File: config.mk
export PLATFORM = sky130hd
export DESIGN_NAME = mpmf_cell
export DESIGN_NICKNAME = d
export VERILOG_FILES = /design/src/design/mpmf_pkg.sv /design/src/design/mpmf_cell.sv
export SDC_FILE = /design/constraint.sdc
export NUM_CORES = 1
export LEC_CHECK = 0
export BUFFER_PORTS_ARGS = -buffer_cell sky130_fd_sc_hd__buf_4
export CORE_ASPECT_RATIO = 1.2
export CORE_MARGIN = 2
export CORE_UTILIZATION = 44
export CTS_CLUSTER_DIAMETER = 60
export DETAILED_ROUTE_END_ITERATION = 10
export MAX_ROUTING_LAYER = met4
export PLACE_DENSITY_LB_ADDON = 0.2
export SYNTH_ARGS = -nofsm -noshare
export SYNTH_HDL_FRONTEND = slang
export SYNTH_SLANG_ARGS = --single-unit
export TNS_END_PERCENT = 30
File: constraint.sdc
create_clock -name clock -period 3.5 [get_ports clock]
set_input_delay 0.35 -clock clock [delete_from_list [all_inputs] [get_ports clock]]
set_output_delay 0.35 -clock clock [all_outputs]
set_load 0.05 [all_outputs]
File: src/design/mpmf_pkg.sv
// Shared types and constants for the modular polynomial multiply/fold unit.
// No dependencies.
package mpmf_pkg;

   localparam int MAX_LEN_DEF = 32;
   localparam int COEF_BITS   = 32;
   localparam int ADDR_BITS   = 5;    // index into a coefficient store
   localparam int CNT_BITS    = 6;    // load counters and length registers
   localparam int FOLD_BITS   = 7;
   localparam int K_BITS      = 8;    // power of x while walking, may pass 64
   localparam int IDX_BITS    = 6;
   localparam int ACC_DEPTH   = 64;
   // exact signed sum of up to 1024 products of 32-bit values
   localparam int ACC_BITS    = 76;
   localparam int MAG_BITS    = ACC_BITS - 1;

   typedef enum logic [1:0] {
      CMD_LOAD_A  = 2'd0,
      CMD_LOAD_B  = 2'd1,
      CMD_COMPUTE = 2'd2,
      CMD_NONE    = 2'd3
   } cmd_type;

   typedef enum logic [1:0] {
      REG_MODULUS  = 2'd0,
      REG_LEN_A    = 2'd1,
      REG_LEN_B    = 2'd2,
      REG_FOLD_LEN = 2'd3
   } reg_index_type;

   typedef enum logic [1:0] {
      SEQ_IDLE,
      SEQ_SEEK,
      SEQ_MAC
   } seq_state_type;

   // one step from the sequencer: a multiply-accumulate or an end of slot
   typedef struct packed {
      logic                 valid;
      logic                 is_end;
      logic                 sign;
      logic                 last;
      logic [IDX_BITS-1:0]  idx;
      logic [ADDR_BITS-1:0] ia;
      logic [ADDR_BITS-1:0] jb;
   } op_type;

   // one stage of the reduction chain
   typedef struct packed {
      logic                 valid;
      logic                 neg;
      logic                 last;
      logic [IDX_BITS-1:0]  idx;
      logic [COEF_BITS-1:0] r;
      logic [MAG_BITS-1:0]  rest;
   } link_type;

endpackage

File: src/design/mpmf_cell.sv
// One reduction cell: takes one dividend bit, keeps the remainder below q.
// Depends on mpmf_pkg.
module mpmf_cell (
   input  logic                          clock,
   input  logic                          reset,
   input  logic [mpmf_pkg::COEF_BITS-1:0] q,
   input  mpmf_pkg::link_type            d_in,
   output mpmf_pkg::link_type            d_out
);

   mpmf_pkg::link_type          link_ff, link_in;
   logic [mpmf_pkg::COEF_BITS:0] t;

   always_comb begin
      t = {d_in.r, d_in.rest[mpmf_pkg::MAG_BITS-1]};
      link_in = d_in;
      link_in.rest = {d_in.rest[mpmf_pkg::MAG_BITS-2:0], 1'b0};
      if (t >= {1'b0, q}) begin
         link_in.r = mpmf_pkg::COEF_BITS'(t - {1'b0, q});
      end else begin
         link_in.r = mpmf_pkg::COEF_BITS'(t);
      end
   end

   always_ff @(posedge clock) begin
      if (reset) begin
         link_ff.valid <= 1'b0;
      end else begin
         link_ff.valid <= link_in.valid;
      end
      link_ff.neg  <= link_in.neg;
      link_ff.last <= link_in.last;
      link_ff.idx  <= link_in.idx;
      link_ff.r    <= link_in.r;
      link_ff.rest <= link_in.rest;
   end

   assign d_out = link_ff;

endmodule

Word-level counts from Yosys, hierarchy flattened. Cells that the tools add are included.

Input bits: 150. Register bits after elaboration: 115. Logic and storage cells: 9. Output and inout bits: 116.

Add/sub/neg operators: 1. Mux-type cells: 1. $lt $le $gt $ge: 1.

Operators by type and width (count): 33-bit by 32-bit >= comparator with 1-bit output (1); 32-bit 2-to-1 mux (1); 32-bit subtractor (1).

Logic depth before layout (Yosys ltp).
Word-level depth: 2. Gate-level depth with buffers: 13. Mapped depth without buffers: 12.

Worst setup path before layout. No wires, ideal clock.

Path type: input-to-reg. Start: input d_in[74] in the netlist's numbering. End: register link_ff (netlist bit d_out[99]). Cell stages on the path: 12. Buffers on the path: 0. Library setup time: 119 ps. Setup slack: 869 ps. Data required time: 3381 ps. Arrival: 2512 ps. Cells stage by stage: inv_1 ha_1 inv_1 fa_1 a21oi_1 o21ai_1 a211o_1 a221oi_2 o21ai_2 a221o_1 xnor2_1 o21ai_1.

RTL lines: from (decl) (line mpmf_cell.sv:7) `input mpmf_pkg::link_type d_in,`; to (decl) (line mpmf_cell.sv:11) `mpmf_pkg::link_type link_ff, link_in;`.

==> key figures <==
Clock tree
  – Postcts setup bufs: 0
  – # hold bufs at CTS: 0
  – Cts repair resizes: 0
  – CTS tree: done
  – Clock Path Buffers: 2
  – CTS buffer count: 17
  – Root Driver: clkbuf_16
  – CTS sink count: 115
  – H-Tree Depth: 4
  – Clock transition at path regs: approximately 0.060 ns

Synthesis
  – Post-synthesis mux area share: 0.9076%
  – Syn nets: 641
  – Post-synthesis compound-gate area fraction: 17.90%
  – Post-synthesis simple-gate area fraction: 11.17%
  – FFs w/ async S/R, synth: 0%
  – Avg Cell Area, Syn: around 9.9 um^2
  – Synth top area share: 50.61%
  – Top cell type by total area after synthesis: dfxtp_1
  – Main combinational cell family by area after synthesis: compound AO/OA/AOI/OAI gates
  – Cell Area, Synth: between 0.004 and 0.005 mm^2
  – EDFF count, synth: 0
  – Post-synthesis sequential area ratio: 50.61%
  – Mapped Cells: 458
  – Ys flop type: dfxtp_1
  – Post-synthesis register bit count: between 100 and 150
  – Synth warn: 0
  – Yosys cell types: 56
  – Top post-synthesis cells by area: dfxtp_1 (51%), ha_1 (8.8%), a21oi_1 (3.9%), nand3_1 (3.4%), inv_1 (3.3%)
  – Adder-Cell Fraction of Synth Area: under 10%
  – Xor/xnor share of the synthesized area: ~4.8%

Route
  – DR WL/cell: between 15 and 20 um
  – Post-DR vias/cell: just over 5
  – Final wirelength: 15500 um
  – First drt pass iteration count: 5
  – Drt initial violations: 192
  – DRC violations left: 0
  – Routed via count: 4413
  – Routed Antenna Nets: 0

Cells and area
  – Fillers: 754
  – Final #Nets: 914
  – Finished Layout Cells: between 800 and 900
  – Multi-input logic area: 0.002007 mm^2
  – Commonest non-fill, non-tap cell in the layout: buf_4
  – Commonest cells after routing, fill and taps aside: buf_4 (272), dfxtp_1 (115), inv_1 (40)
  – Sequential Area: 0.002302 mm^2
  – Final Cell Area: 0.007241 mm^2
  – Area grow syn2layout: 59.16%
  – Antenna cells: 0
  – Core Util, Final: 71.98%
  – Layout cells sized above 1: between 40% and 50%
  – Largest register FFs: 115

Global route
  – First-pass GRT wire length: 23600 um
  – Largest net degree at the start of global routing: 26
  – Total grt overflow: 0
  – Vias in the first global route: around 4500
  – Total track usage: 28.10%
  – Initial antenna violation count: 0

Worst hold path
  – Hold Path Origin: d_in[37]
  – HP Class: input pin to flop
  – Hold path depth: 1
  – WHS Endpoint: d_out[38]$_DFF_P_

Placed design
  – DP HPWL: 12020 um
  – Placer Congestion: 0.9664
  – Placed Cells: 838
  – DP Area: ~0.0067 mm^2
  – Setup WS pre-CTS: 0.2765 ns
  – IO Port Bufs: 264

Pwr
  – Flop pwr share: 33.5%
  – Peak supply drop: 305.1 uV
  – Clk pwr share: 38.5%
  – Comb pwr share: about 28%
  – Switching part of the total power: between 30% and 40%
  – Leak pwr: 3.599 nW
  – PD cells: 609.9 mW/mm^2
  – Cell Int Power: 2.934 mW
  – Final Power: around 4.4 mW
  – Net switching power: 1.482 mW

Timing
  – Fin Setup TNS: 0 ns
  – Slew margin rel.: 21.51%
  – Slew Limit Fails: 0
  – Fmax: between 300 and 400 MHz
  – Final worst path period need: 2.897 ns
  – Worst Max-Slew Pin Slew: 1.176 ns
  – Final setup viols: 0
  – Worst setup slack after layout: 0.6029 ns
  – Tcrit/Tclk final: 82.77%
  – Fin Hold WS: 0.04059 ns
  – Hold Vio Cnt, Final: 0
  – RSZ-0062 raised after global routing: false

Critical path
  – Worst Path Max Fanout: 25
  – Crit path required time: about 3.8 ns
  – Crit path DAT: 3.20 ns
  – Critical Path Start Type: input pin
  – Setup crit end kind: flop
  – WS Path Type: input pin to flop

Die
  – Die Height: 115.4 um
  – Placement Rows: 40
  – Initial Util: 45.22%
  – IO Pins: about 270
  – Die X-Extent: 96.83 um
  – Core ar.: 0.01006 mm^2
  – Die footprint: approximately 0.011 mm^2

Job
  – Number of max-cap violations: 0

Status
  – Status: finished, final reports clean
==> cell type report <==
cell class | count | share of cell area (%)
Multi-Input combinational cell | 285 | 27.72
Tap cell | 126 | 2.177
Timing Repair Buffer | 272 | 28.20
Sequential cell | 115 | 31.80
Inverter | 40 | 2.074
Clock inverter | 15 | 2.160
Clock buffer | 17 | 5.875
==> power groups by stage <==
stage | logic (mW) | clock network, mW | registers [mW]
2_1_floorplan | 0.340 | 0 | 1.96
3_3_place_gp | 1.22 | 0 | 1.50
3_5_place_dp | 1.23 | 0 | 1.50
4_1_cts | 1.24 | 1.72 | 1.48
5_1_grt | 1.30 | 1.78 | 1.49
6_report | 1.24 | 1.70 | 1.48
==> worst max-delay path, cell delays in order <==
cell and delay (ns):
buf_4 0.07, inv_1 0.03, ha_1 0.32, a21o_1 0.20, a31o_1 0.22, a21o_1 0.18
a21oi_1 0.22, o21a_2 0.22, a211oi_4 0.08, nor2_2 0.88, mux2_1 0.38
==> synth_stat cells (5+ instances only) <==
library cell and instances:
a21o_1 10, nor3_1 7, clkbuf_1 5, nand3_1 31
xnor2_1 13, o21ai_1 23, and3_1 7, and2_1 5
xor2_1 12, ha_1 32, o21ai_0 15, buf_2 9
inv_1 40, a21oi_1 35, dfxtp_1 115, nor2_1 9
nand4_1 5, nand2_1 21
==> per-layer routing <==
metal,vias up,part of all wire [%],GRT usage (%)
li1,2143,-,-
met1,2050,35,27.55
met2,193,55,50.97
met3,27,7.6,9.787
met4,0,2.2,11.36
met5,-,0,-
==> cell families (layout without fill, tap and decap cells) <==
group	count (synthesis)	after routing
buffers and inverters	58	344
AOI/OAI and AO/OA	124	124
muxes	3	3
other	1	1
DFF	115	115
and+or+nand+nor	99	99
xor gates and xnor gates	25	25
adders and majority gates	33	33
==> how the worst max path moves through the flow <==
stage | start | end | slack (ns) | cells after the start
final | q[18] | d_out[76]$_DFF_P_ | 0.60 | 11
after global routing | q[18] | d_out[76]$_DFF_P_ | 0.46 | 11
after CTS | q[18] | d_out[76]$_DFF_P_ | 0.63 | 11
after detailed placement | q[18] | d_out[76]$_DFF_P_ | 0.28 | 11
after global placement | q[18] | d_out[76]$_DFF_P_ | 0.31 | 11
after floorplan | d_in[74] | d_out[99]$_DFF_P_ | 0.87 | 12
Power figures use the tool's default switching activity.
