$ cat src/design/mpmf_pkg.sv
// Shared types and constants for the modular polynomial multiply/fold unit.
// No dependencies.
package mpmf_pkg;

   localparam int MAX_LEN_DEF = 32;
   localparam int COEF_BITS   = 32;
   localparam int ADDR_BITS   = 5;    // index into a coefficient store
   localparam int CNT_BITS    = 6;    // load counters and length registers
   localparam int FOLD_BITS   = 7;
   localparam int K_BITS      = 8;    // power of x while walking, may pass 64
   localparam int IDX_BITS    = 6;
   localparam int ACC_DEPTH   = 64;
   // exact signed sum of up to 1024 products of 32-bit values
   localparam int ACC_BITS    = 76;
   localparam int MAG_BITS    = ACC_BITS - 1;

   typedef enum logic [1:0] {
      CMD_LOAD_A  = 2'd0,
      CMD_LOAD_B  = 2'd1,
      CMD_COMPUTE = 2'd2,
      CMD_NONE    = 2'd3
   } cmd_type;

   typedef enum logic [1:0] {
      REG_MODULUS  = 2'd0,
      REG_LEN_A    = 2'd1,
      REG_LEN_B    = 2'd2,
      REG_FOLD_LEN = 2'd3
   } reg_index_type;

   typedef enum logic [1:0] {
      SEQ_IDLE,
      SEQ_SEEK,
      SEQ_MAC
   } seq_state_type;

   // one step from the sequencer: a multiply-accumulate or an end of slot
   typedef struct packed {
      logic                 valid;
      logic                 is_end;
      logic                 sign;
      logic                 last;
      logic [IDX_BITS-1:0]  idx;
      logic [ADDR_BITS-1:0] ia;
      logic [ADDR_BITS-1:0] jb;
   } op_type;

   // one stage of the reduction chain
   typedef struct packed {
      logic                 valid;
      logic                 neg;
      logic                 last;
      logic [IDX_BITS-1:0]  idx;
      logic [COEF_BITS-1:0] r;
      logic [MAG_BITS-1:0]  rest;
   } link_type;

endpackage

$ cat src/design/mpmf_seq.sv
// Sequencer: walks output slots, powers of x in each slot and coefficient pairs.
// Depends on mpmf_pkg.
module mpmf_seq (
   input  logic                           clock,
   input  logic                           reset,
   input  logic                           go,
   input  logic [mpmf_pkg::CNT_BITS-1:0]  na,
   input  logic [mpmf_pkg::CNT_BITS-1:0]  nb,
   input  logic [mpmf_pkg::FOLD_BITS-1:0] n,
   output mpmf_pkg::op_type               op
);

   mpmf_pkg::seq_state_type state_ff, state_in;
   logic [mpmf_pkg::IDX_BITS-1:0]  s_ff, s_in;
   logic [mpmf_pkg::K_BITS-1:0]    k_ff, k_in;
   logic [mpmf_pkg::ADDR_BITS-1:0] i_ff, i_in, ihi_ff, ihi_in;
   logic                           sign_ff, sign_in;

   logic [mpmf_pkg::K_BITS-1:0]    plen, nres, ilo, ihi, k_next, jb;
   logic                           k_past, empty, slot_last;

   always_comb begin
      plen = mpmf_pkg::K_BITS'(na) + mpmf_pkg::K_BITS'(nb);
      nres = (n == '0) ? plen : mpmf_pkg::K_BITS'(n);
      ilo = (k_ff >= mpmf_pkg::K_BITS'(nb)) ? k_ff - mpmf_pkg::K_BITS'(nb) + 8'd1 : '0;
      ihi = (k_ff < mpmf_pkg::K_BITS'(na)) ? k_ff : mpmf_pkg::K_BITS'(na) - 8'd1;
      k_past = (k_ff >= plen);
      empty = (ilo > ihi);
      slot_last = (mpmf_pkg::K_BITS'(s_ff) == nres - 8'd1);
      // full product: one power per slot; fold: next wrap of the same slot
      k_next = (n == '0) ? plen : k_ff + mpmf_pkg::K_BITS'(n);
      jb = k_ff - mpmf_pkg::K_BITS'(i_ff);
   end

   // next state
   always_comb begin
      state_in = state_ff;
      unique case (state_ff)
         mpmf_pkg::SEQ_IDLE: begin
            if (go) state_in = mpmf_pkg::SEQ_SEEK;
         end
         mpmf_pkg::SEQ_SEEK: begin
            if (k_past && slot_last) state_in = mpmf_pkg::SEQ_IDLE;
            else if (!k_past && !empty) state_in = mpmf_pkg::SEQ_MAC;
         end
         mpmf_pkg::SEQ_MAC: begin
            if (i_ff == ihi_ff) state_in = mpmf_pkg::SEQ_SEEK;
         end
         default: state_in = mpmf_pkg::SEQ_IDLE;
      endcase
   end

   // counters
   always_comb begin
      s_in = s_ff;
      k_in = k_ff;
      i_in = i_ff;
      ihi_in = ihi_ff;
      sign_in = sign_ff;
      unique case (state_ff)
         mpmf_pkg::SEQ_IDLE: begin
            s_in = '0;
            k_in = '0;
            sign_in = 1'b0;
         end
         mpmf_pkg::SEQ_SEEK: begin
            if (k_past) begin
               s_in = s_ff + 6'd1;
               k_in = mpmf_pkg::K_BITS'(s_ff) + 8'd1;
               sign_in = 1'b0;
            end else if (empty) begin
               k_in = k_next;
               sign_in = ~sign_ff;
            end else begin
               i_in = ilo[mpmf_pkg::ADDR_BITS-1:0];
               ihi_in = ihi[mpmf_pkg::ADDR_BITS-1:0];
            end
         end
         mpmf_pkg::SEQ_MAC: begin
            if (i_ff == ihi_ff) begin
               k_in = k_next;
               sign_in = ~sign_ff;
            end else begin
               i_in = i_ff + 5'd1;
            end
         end
         default: ;
      endcase
   end

   // outputs
   always_comb begin
      op = '0;
      op.idx = s_ff;
      op.sign = sign_ff;
      op.ia = i_ff;
      op.jb = jb[mpmf_pkg::ADDR_BITS-1:0];
      unique case (state_ff)
         mpmf_pkg::SEQ_SEEK: begin
            if (k_past) begin
               op.valid = 1'b1;
               op.is_end = 1'b1;
               op.last = slot_last;
            end
         end
         mpmf_pkg::SEQ_MAC: op.valid = 1'b1;
         default: ;
      endcase
   end

   always_ff @(posedge clock) begin
      if (reset) begin
         state_ff <= mpmf_pkg::SEQ_IDLE;
      end else begin
         state_ff <= state_in;
      end
      s_ff <= s_in;
      k_ff <= k_in;
      i_ff <= i_in;
      ihi_ff <= ihi_in;
      sign_ff <= sign_in;
   end

endmodule

$ cat config.mk
export PLATFORM = sky130hd
export DESIGN_NAME = mpmf_seq
export DESIGN_NICKNAME = d
export VERILOG_FILES = /design/src/design/mpmf_pkg.sv /design/src/design/mpmf_seq.sv
export SDC_FILE = /design/constraint.sdc
export NUM_CORES = 1
export LEC_CHECK = 0
export BUFFER_PORTS_ARGS = -buffer_cell sky130_fd_sc_hd__buf_2
export CORE_MARGIN = 2
export CORE_UTILIZATION = 35
export DETAILED_ROUTE_END_ITERATION = 10
export SYNTH_ARGS = -nofsm -noshare
export SYNTH_HDL_FRONTEND = slang
export SYNTH_SLANG_ARGS = --single-unit
export TNS_END_PERCENT = 100
$ cat constraint.sdc
create_clock -name clock -period 4.1 [get_ports clock]
set_input_delay 0.615 -clock clock [delete_from_list [all_inputs] [get_ports clock]]
set_output_delay 0.615 -clock clock [all_outputs]
set_load 0.005 [all_outputs]
# [Yosys cells after proc, flatten, opt, wreduce, memory -nomap -nowiden]
# Cells that the tools add are included.
[op_classes] n_mux=28 n_eq_ne=12 n_reduce_logical=14 order_cmp=4 bitwise_logic=3 n_addsub=10
[op_table] op="two-way mux 8 bit" count=6
[op_table] op="case mux 8 bit (3 select lines)" count=1
[op_table] op="two-way mux 5 bit" count=3
[op_table] op="!= test 2 bit, second input constant" count=6
[op_table] op="case mux 6 bit (2 select lines)" count=1
[op_table] op="two-way mux 2 bit" count=5
[op_table] op="case mux 5 bit (2 select lines)" count=1
[op_table] op="AND reduction 3 bit" count=3
[op_table] op="adder 8 x 1 -> 8 bit, second input constant" count=1
[op_table] op="adder 8 x 7 -> 8 bit" count=1
[op_table] op="equality test 6 x 8 -> 1 bit" count=1
[op_table] op=">= comparator 8 x 6 -> 1 bit" count=1
[op_table] op=">= comparator 8 x 7 -> 1 bit" count=1
[op_table] op="greater-than comparator 8 bit" count=1
[op_table] op="< comparator 8 x 6 -> 1 bit" count=1
[op_table] op="subtractor 7 x 1 -> 8 bit, second input constant" count=1
[op_table] op="subtractor 8 x 6 -> 8 bit" count=1
[op_table] op="adder 6 x 1 -> 7 bit, second input constant" count=1
[op_table] op="adder 6 x 6 -> 7 bit" count=1
[op_table] op="zero test 7 bit" count=1
[op_table] op="two-way mux 7 bit" count=1
[op_table] op="subtractor 6 x 1 -> 7 bit, second input constant" count=1
[op_table] op="adder 6 x 1 -> 6 bit, second input constant" count=1
[op_table] op="two-way mux 1 bit" count=6
[op_table] op="other kinds (18)" count=24
[totals] ff_bits=27 input_bits=22

# [Logic depth before layout (Yosys ltp)]
[depth] ltp_word=9 ltp_mapped=21 mapped_depth_nobuf=20

# [Least setup slack after synthesis]
# No wires, ideal clock.
[synth_timing] path_kind="input-to-reg" startpoint="in na[1] in the netlist's numbering" endpoint="reg k_ff[0] in the netlist's numbering (enable)" arrival_ns=3.931 setup_ns=0.387 required_time_ns=3.713 setup_slack_ns=-0.217 stages=20 path_cell_list="inv_1 -> ha_1 -> a21o_1 -> a21o_1 -> a21o_1 -> a21o_1 -> a21oi_1 -> o21ai_1 -> buf_1 -> nand2_1 -> o21ai_0 -> ha_1 -> nor2b_1 -> o21ai_0 -> nand2b_1 -> a21oi_1 -> o21ai_0 -> a21oi_1 -> and2_1 -> nor3_1"
[synth_via] elab_chain_len=5
[synth_rtl] item="start, declared" line="mpmf_seq.sv:7" source="input logic [mpmf_pkg::CNT_BITS-1:0] na,"
[synth_rtl] item="< comparator 8 x 6 -> 1 bit / subtractor 6 x 1 -> 7 bit (equally long branches)" line="mpmf_seq.sv:26" source="ihi = (k_ff < mpmf_pkg::K_BITS'(na)) ? k_ff : mpmf_pkg::K_BITS'(na) - 8'd1;"
[synth_rtl] item="two-way mux 8 bit" line="mpmf_seq.sv:26"
[synth_rtl] item="greater-than comparator 8 bit" line="mpmf_seq.sv:28" source="empty = (ilo > ihi);"
[synth_rtl] item="!= test 3 bit (no line) *"
[synth_rtl] item="AND reduction 3 bit (no line) *"
[synth_rtl] item="end signal, assigned" line="mpmf_seq.sv:118" source="k_ff <= k_in;"
[synth_rtl] item="end, declared" line="mpmf_seq.sv:15" source="logic [mpmf_pkg::K_BITS-1:0] k_ff, k_in;"
# Mark *: on every way between the ends. The rest lies on a longest branch, timed or not.
# A chain may end at the register's enable or synchronous reset.

==> flow_summary.yaml <==
outcome:
  status: "completed"
critical_path:
  critPathSlowestCell: "a211oi_1"
  cp_max_fo: 3
  cp_top_family: "compound AO/OA/AOI/OAI gates"
  worst_setup_path_start_kind: "primary input"
  cp.required_ns: 3.48
  crit_type: "primary input to output pin"
  crit_path_max_incr_delay_ns: 0.37
  ff2ff_setup_slack_ns: 0.24
  path_buf_inv: 3
  cp.arrival_ns: 3.31
  worstSetupEndpointType: "output pin"
  path_cells: "buf_2 -> buf_4 -> ha_1 -> a211oi_1 -> nor2_1 -> or2_4 -> ha_1 -> nand2_1 -> o21ai_0 -> a31o_2 -> nand4_1 -> a211oi_2 -> and2_1 -> buf_2"
grt:
  grt_usage_pct: 17.9
  grt_max_degree: 19
  grt_pass1_vias: 3307
  gr-total-overflow: 0
  grt_pass1_wl_um: 16100
  antenna_found_initial: 0
synthesis:
  async_flop_share_pct: 0
  syn_area_um2: 3590
  synthAdderAreaFrac_pct: 25.0
  synth_top_family_by_area: "adder cells"
  synthSimpleGateAreaFrac_pct: 15.9
  ys_warn_count: 0
  yosys_most_used_dff: "edfxtp_1"
  syn_nets: 495
  synth_cells: 405
  synth_cell_types: 58
  yosys-mux-area-fraction_pct: 2.61
  synthXorXnorAreaFrac_pct: 10.2
  synth-seq-cells: 27
  syn_avg_cell_area_um2: 8.86
  synth-edff-count: 25
  synth-compound-area-share_pct: 18.8
  yosysSeqAreaShare_pct: 22.0
clock_tree:
  cts-buffers-inserted: 3
  cts.hold.buffers_added: 0
  clk_latency_ns: 0.28
  cts_root_buf: "clkbuf_8"
  tritoncts: "built"
  htreeDepth: 1
  clk_path_buf_depth: 2
  cts_sinks: 27
  path_clk_slew_ns: 0.10
sta:
  fmax_ghz: 0.255
  setup_violations: 0
  rsz0062_at_grt: "false"
  hold_viol: 0
  clock_skew_ns: 0.00532
  tightest_slew_ns: 0.530
  layout_min_cycle_time_ns: 3.92
  drv_slew: 0
  slew_headroom_pct: 64.5
  period_share_pct: 95.6
  timing.final.ws_setup_ns: 0.179
finish:
  multiInputGateArea_um2: 2650
  finish.utilization_pct: 44.6
  syn_to_final_growth_pct: 22.6
  num-nets-final: 584
  final_cells: 626
  final_area_um2: 4400
  drive_above_1_share_pct: 24.1
  insertedDiodeCount: 0
  fillers: 966
  regArea_um2: 791
  layout_common_cells: "61 x ha_1, 47 x buf_4, 45 x inv_1"
  layout_commonest_cell: "ha_1"
flow_run:
  max_cap_viol_count: 0
placement:
  post_dp_cell_area_um2: 4290
  place_hpwl_um: 8210
  placed_cells: 620
  port_buffers: 41
  gp_congestion: 0.928
  dp_slack_ns: -0.0979
route:
  wl_per_cell_um: 15.5
  viasPerCell: 5.12
  drcViolationCount: 0
  dr.pass1.iters: 4
  wl_um: 9700
  drt_iter0_markers: 135
  vias: 3203
  final_antenna_net_count: 0
min_path:
  hold_class: "primary input to flip-flop"
die:
  core_region_area_um2: 9860
  die_area_um2: 11100
  die_height_um: 105
  io_pins: 42
  start_util_pct: 36.4
  die_w_um: 105
  rows: 36
pwr:
  peakVddDrop_mv: 0.346
  power_density_nw_per_um2: 599
  power_mw: 2.64
  p_leak_nw: 2.15
## kinds of logic after synthesis
group / after synthesis
buf+inv: 51
xor+xnor: 42
fa+ha+maj: 68
simple gates: 108
compound gates: 100
flops: 27
mux: 9
## stage by stage
stage	hold WS [ns]	setup TNS [ns]
5_1_grt	0.514	0
3_3_place_gp	0.561	-0.444
4_1_cts	0.518	0
6_report	0.522	0
3_5_place_dp	0.581	-0.964
2_1_floorplan	0.524	0
## power by group
part | internal [mW] | switching, mW
clock | 0.0691 | 0.0859
sequential | 0.485 | 0.162
combinational | 0.917 | 0.918
total | 1.47 | 1.17
## registers in the layout, indices dropped and copies added, names as in the netlist
signal    flops
k_ff          8
i_ff          5
ihi_ff        5
s_ff          6
state_ff      2
sign_ff       1
## metal layers
metal  wire length (µm)  GRT usage, %
met1               4840          25.2
met2               4360          29.8
met3                379          2.23
met4                117          2.57
met5                  0             0
## what timing repair did
action / CTS / global route
resized for setup: 0 / 9
hold endpoints to repair: 0 / 0
setup buffers: 0 / 2
endpoints found under the setup margin: 0 / 23
## cells in the mapped netlist (6+ instances only)
cell | instances | area, µm²
xor2_1 | 14 | 123
nand2_1 | 11 | 41.3
nand2b_1 | 7 | 43.8
o21ai_0 | 13 | 65.1
nor3_1 | 9 | 45.0
nor2_1 | 41 | 154
o22ai_1 | 6 | 37.5
a21o_1 | 14 | 105
inv_1 | 45 | 169
a21oi_1 | 32 | 160
edfxtp_1 | 25 | 751
mux2i_1 | 6 | 60.1
ha_1 | 62 | 776
and2_1 | 6 | 37.5
fa_1 | 6 | 120
xnor2_1 | 28 | 245
nand3_1 | 11 | 55.1
## area by class of cell
cell class,count,area share (%)
Sequential cell,27,18.0
Timing Repair Buffer,89,13.1
Clock inverter,1,0.171
Clock buffer,3,0.938
Multi-Input combinational cell,327,60.1
Inverter,46,3.92
Tap cell,133,3.78
## final timing paths
path                       to   startpoint  depth (start not counted)
setup / recovery       op[16]        na[1]                         14
hold / removal    state_ff[0]        reset                          2
setup reg to reg      i_ff[1]      k_ff[1]                         17
hold reg to reg   state_ff[0]  state_ff[0]                          2
Power figures use the tool's default switching activity.
